[src/design/ray_plane_intersect_unit_macros.svh]
// Assertion helpers shared by the ray/plane intersection design.
`ifndef RAY_PLANE_INTERSECT_UNIT_MACROS_SVH
`define RAY_PLANE_INTERSECT_UNIT_MACROS_SVH

// Same-cycle implication, checked on every rising clock edge out of reset.
`define RPI_ASSERT_IMP(lbl, ante, cons, msg) \
	lbl: assert property (@(posedge clk) disable iff (!arst_n) (ante) |-> (cons)) \
		else $error(msg);

// Next-cycle implication.
`define RPI_ASSERT_NXT(lbl, ante, cons, msg) \
	lbl: assert property (@(posedge clk) disable iff (!arst_n) (ante) |=> (cons)) \
		else $error(msg);

`endif

[src/design/rpi_pkg.sv]
package rpi_pkg;

	localparam int FRAC_BITS_DEF = 16;
	localparam int DEN_W = 52;
	localparam int QUEUE_DEPTH = 2;
	localparam int CFG_IDX_W = 3;
	localparam logic [30:0] T_MAX = 31'h7FFF_FFFF;

	localparam logic [CFG_IDX_W-1:0] REG_NORMAL_X = 3'd0;
	localparam logic [CFG_IDX_W-1:0] REG_NORMAL_Y = 3'd1;
	localparam logic [CFG_IDX_W-1:0] REG_NORMAL_Z = 3'd2;
	localparam logic [CFG_IDX_W-1:0] REG_PLANE_OFFSET = 3'd3;

	typedef struct packed {
		logic signed [31:0] origin_x;
		logic signed [31:0] origin_y;
		logic signed [31:0] origin_z;
		logic signed [31:0] dir_x;
		logic signed [31:0] dir_y;
		logic signed [31:0] dir_z;
		logic [30:0] nearest_distance;
	} ray_t;

	typedef struct packed {
		logic hit;
		logic [30:0] hit_distance;
		logic signed [31:0] point_x;
		logic signed [31:0] point_y;
		logic signed [31:0] point_z;
	} result_t;

	typedef struct packed {
		logic signed [17:0] normal_x;
		logic signed [17:0] normal_y;
		logic signed [17:0] normal_z;
		logic signed [31:0] plane_offset;
	} cfg_t;

	// Handshake between the front end and the queue.
	typedef struct packed {
		logic valid;
		logic ready;
	} link_t;

	function automatic logic signed [31:0] sat32(input logic signed [63:0] x);
		logic signed [31:0] r;
		if (x > 64'sd2147483647) begin
			r = 32'sh7FFF_FFFF;
		end else if (x < -64'sd2147483648) begin
			r = 32'sh8000_0000;
		end else begin
			r = x[31:0];
		end
		return r;
	endfunction

endpackage

[src/design/rpi_fifo.sv]
module rpi_fifo #(
	parameter int WIDTH = 8,
	parameter int DEPTH = rpi_pkg::QUEUE_DEPTH
) (
	input  logic clk,
	input  logic arst_n,
	input  logic push,
	input  logic [WIDTH-1:0] wdata,
	output logic full,
	input  logic pop,
	output logic empty,
	output logic [WIDTH-1:0] rdata
);

	localparam int IW = (DEPTH > 1) ? $clog2(DEPTH) : 1;
	localparam int CW = $clog2(DEPTH + 1);

	logic [WIDTH-1:0] mem_q [DEPTH];
	logic [IW-1:0] wr_q, rd_q;
	logic [CW-1:0] cnt_q;

	assign full = (cnt_q == CW'(DEPTH));
	assign empty = (cnt_q == '0);
	assign rdata = mem_q[rd_q];

	always_ff @(posedge clk) begin
		if (push && !full) begin
			mem_q[wr_q] <= wdata;
		end
	end

	always_ff @(posedge clk or negedge arst_n) begin
		if (!arst_n) begin
			wr_q <= '0;
			rd_q <= '0;
			cnt_q <= '0;
		end else begin
			if (push && !full) begin
				wr_q <= (wr_q == IW'(DEPTH - 1)) ? '0 : wr_q + 1'b1;
			end
			if (pop && !empty) begin
				rd_q <= (rd_q == IW'(DEPTH - 1)) ? '0 : rd_q + 1'b1;
			end
			cnt_q <= cnt_q + CW'(push && !full) - CW'(pop && !empty);
		end
	end

`include "ray_plane_intersect_unit_macros.svh"

	`RPI_ASSERT_IMP(a_cnt_bound, 1'b1, cnt_q <= CW'(DEPTH), "queue count exceeds depth")
	`RPI_ASSERT_NXT(a_cnt_grow, push && !full && !(pop && !empty), cnt_q == $past(cnt_q) + 1'b1,
		"queue count did not grow on push")

endmodule

[config.mk]
export PLATFORM = sky130hd
export DESIGN_NAME = rpi_fifo
export DESIGN_NICKNAME = d
export VERILOG_FILES = /design/src/design/rpi_pkg.sv /design/src/design/rpi_fifo.sv
export VERILOG_INCLUDE_DIRS = /design/src /design/src/design
export SDC_FILE = /design/constraint.sdc
export NUM_CORES = 1
export LEC_CHECK = 0
export ABC_CLOCK_PERIOD_IN_PS = 2000
export BUFFER_PORTS_ARGS = -buffer_cell sky130_fd_sc_hd__buf_2
export CORE_MARGIN = 10
export CORE_UTILIZATION = 48
export CTS_CLUSTER_SIZE = 12
export DETAILED_ROUTE_END_ITERATION = 6
export GPL_TIMING_DRIVEN = 0
export PLACE_DENSITY_LB_ADDON = 0.3
export SLEW_MARGIN = 20
export SYNTH_ARGS = -nofsm -noshare
export SYNTH_HDL_FRONTEND = slang
export SYNTH_SLANG_ARGS = --single-unit
[constraint.sdc]
create_clock -name clk -period 2 [get_ports clk]
set_clock_uncertainty 0.2 [all_clocks]
set_input_delay 0.4 -clock clk [delete_from_list [all_inputs] [get_ports clk]]
set_output_delay 0.4 -clock clk [all_outputs]
set_load 0.01 [all_outputs]
==> impl_results.md <==
* Placed cells at 80
* Total of warnings raised by yosys at 0
* Core Region at 1524 um^2
* Clock power share at 14.6%
* Die height at 60.43 um
* Min Tclk post-route at 1.884 ns
* Sequential share of the synthesized area at 74.00%
* Die ar. at 3651 um^2
* Worst R2R Path Depth at 3
* CP startpoint kind: flop
* Clock latency on the worst-skew pair at 0.30 ns
* Wire per inst at 16.18 um
* Status: finished, final reports clean
* Fraction of layout cells with a size suffix above 1 at 50.72%
* Drt total wl at 1.375 mm
* Pint at 899.1 uW
* Synth Net Count at 57
* Wire length on met1 at 636 um
* Required @ worst endpoint at 1.40 ns
* CTS tree: done
* Max Fclk at 530.8 MHz
* Clock Path Buffers at 2
* Via density at 5.082
* Critical-path top delay cell: dfrtp_1
* Top sig layer: met4
* RSZ-0062 raised after global routing: false
* Layout area overhead at 20.57%
* Cell Chain, Critical Path: buf_6 > mux2_2 > buf_2
* Number of global-route vias before repair at 512
* # fillers at 127
* First-pass GRT wire length at 2.132 mm
* Worst-Margin Slew at 0.6908 ns
* Largest net degree at the start of global routing at 12
* FF-to-FF Start: cnt_q[1]
* Syn avg cell area at 18.24 um^2
* Synth Area in Simple Gates at 4.466%
* Worst endpoint data arrival time at 1.28 ns
* Family with the most delay on the worst path: flip-flops
* Cells after synthesis at 43
* NetSw at 416.1 uW
* Final Cell Area at 945.9 um^2
* Fin util at 62.07%
* Worst R2R End: mem_q[0][1]
* 1st-iter DRT viols at 4
* Initial antenna violation count at 0
* Placed cell area at 909.6 um^2
* Vias at 432
* Final HPWL DP at 1.024 mm
* Maximum vdd ir drop at 0.7274 mV
* RePlAce Congestion at 0.6601
* Final nets at 84
* Metal3 WL at 126 um
* Synth Area in XOR/XNOR at 4.466%
* Worst-path fanout max at 9
* I/O pin count at 22
* N_diodes at 0
* Metal2 WL at 583 um
* Largest family of logic cells by synthesized area: multiplexers
* Share of power burned in registers at 48.1%
* Leakage at 0.0003943 uW
* Routed Antenna Nets at 0
* Worst rel slew slack at 53.78%
* Std-Cell Rows at 14
* Initial Util at 51.48%
* Post-Synth Adder-Cell Area at 3.190%
* Cell Pwr Density at 1390 nW/um^2
* Crit. End Element: primary output
* CP Buf/Inv Count at 2
* # H-tree levels at 1
* Setup CP Type: reg -> out
* Setup violators final at 0
* Max_cap viols at 0
* Combinational Power Share at 37.3%
* Worst hold start: wdata[7]
* GRT Total Usage at 7.944%
* Complex-gate fraction of the synthesized area at 0%
* CTS Buf Count at 3
* Hold path depth at 1
* Clk pin slew, worst setup/hold paths at 0.11 ns
* Mux cell area share after synthesis at 11.48%
* GRT overflow at 0
* Slowest cell delay on critical path at 0.35 ns
* Final period util at 94.20%
* Synthesized flop and latch total at 20
* Post-synthesis cell type count at 14
* Post-Layout Cell Count at 85
* Final hold violation count at 0
* Syn Std Cell Area at 784.5 um^2
* Die width at 60.43 um
* Setup_tns at 0 ns
* Drt pass-1 iters at 3
* Sw frac at 31.64%
* Worst Hold Class: in -> reg
* Clock tree sinks at 20
* Root Driver: clkbuf_4
* DR DRC count at 0
* Count of pins over their slew limit at 0
* Worst Hold Path EP: mem_q[0][7]
* Port-buffer cells at 21
* FF-to-FF setup slack at 0.22 ns
[flip-flops by register name (all words and copies together) (netlist names)]
signal  cells
rd_q        1
cnt_q       2
wr_q        1
mem_q      16
[cell families after synthesis]
kind of cell / count (synthesis)
xor+xnor: 4
fa+ha+maj: 2
buf+inv: 3
flops: 20
mux: 8
simple gates: 6
[synth_stat cells, drive strengths merged]
cell	n	area, um^2
and3	1	6.260
buf	1	11.26
dfrtp	4	100.1
edfxtp	16	480.5
ha	2	25.02
inv	2	7.510
mux2	8	90.09
nand2	1	3.750
nand2b	1	6.260
nor2	2	10.01
nor2b	1	8.760
xnor2	3	26.28
xor2	1	8.760
[placed cells by master, fill, tap and decap left out]
cell and instances:
nor2_2 1, ha_1 2, mux2_2 8, clkbuf_4 3, nor2_1 1, inv_1 2
dfrtp_1 4, dlygate4sd3_1 1, nor2b_2 1, xnor2_1 3, nand2_1 1, buf_6 1
clkinv_1 1, xor2_1 1, buf_2 21, and3_1 1, edfxtp_1 16, nand2b_1 1
[metrics by stage]
| step | total power (uW) | setup slack, ns | hold WS [ns] |
|---|---|---|---|
| 3_5_place_dp | 1148 | 0.2014 | 0.01096 |
| 2_1_floorplan | 976.6 | 0.3247 | -0.09559 |
| 6_report | 1315 | 0.1160 | 0.07464 |
| 4_1_cts | 1343 | 0.09672 | 0.06746 |
| 3_3_place_gp | 1130 | 0.2242 | 0.009915 |
| 5_1_grt | 1408 | 0.05275 | 0.05992 |
[worst max-delay path by stage]
stage	startpoint	end	depth (start not counted)
2_1_floorplan	cnt_q[0]	cnt_q[1]	7
3_3_place_gp	cnt_q[1]	mem_q[0][3]	3
3_5_place_dp	cnt_q[0]	mem_q[0][3]	3
4_1_cts	rd_q	rdata[0]	3
5_1_grt	rd_q	rdata[0]	3
6_report	rd_q	rdata[7]	3
[layout make-up]
type,instances,area [um^2],share of cell area (%)
Tap cell,16,20.02,2.116
Multi-Input combinational cell,20,185.2,19.58
Sequential cell,20,580.6,61.38
Clock buffer,3,22.52,2.381
Clock inverter,1,3.754,0.3968
Buffer,1,11.26,1.190
Timing Repair Buffer,22,115.1,12.17
Inverter,2,7.507,0.7937
[timing repair]
item                      CTS  global route
resized for setup           0             0
hold endpoints to repair    4             0
hold buffers                1             0
buffers inserted            0             0
[layer usage]
metal  GRT usage [%]  vias up
met2           12.35       20
li1                -      207
met4           4.702        0
met3           3.758        3
met1           8.685      202
met5               0        -
[power by group through the flow]
stage / combinational [uW] / sequential (uW) / clock, uW
after CTS: 510 / 635 / 199
after floorplan: 348 / 629 / 0
final: 491 / 633 / 192
after global routing: 551 / 643 / 214
after detailed placement: 506 / 643 / 0
after global placement: 495 / 635 / 0
No activity file was read; power rests on OpenSTA's default activity.
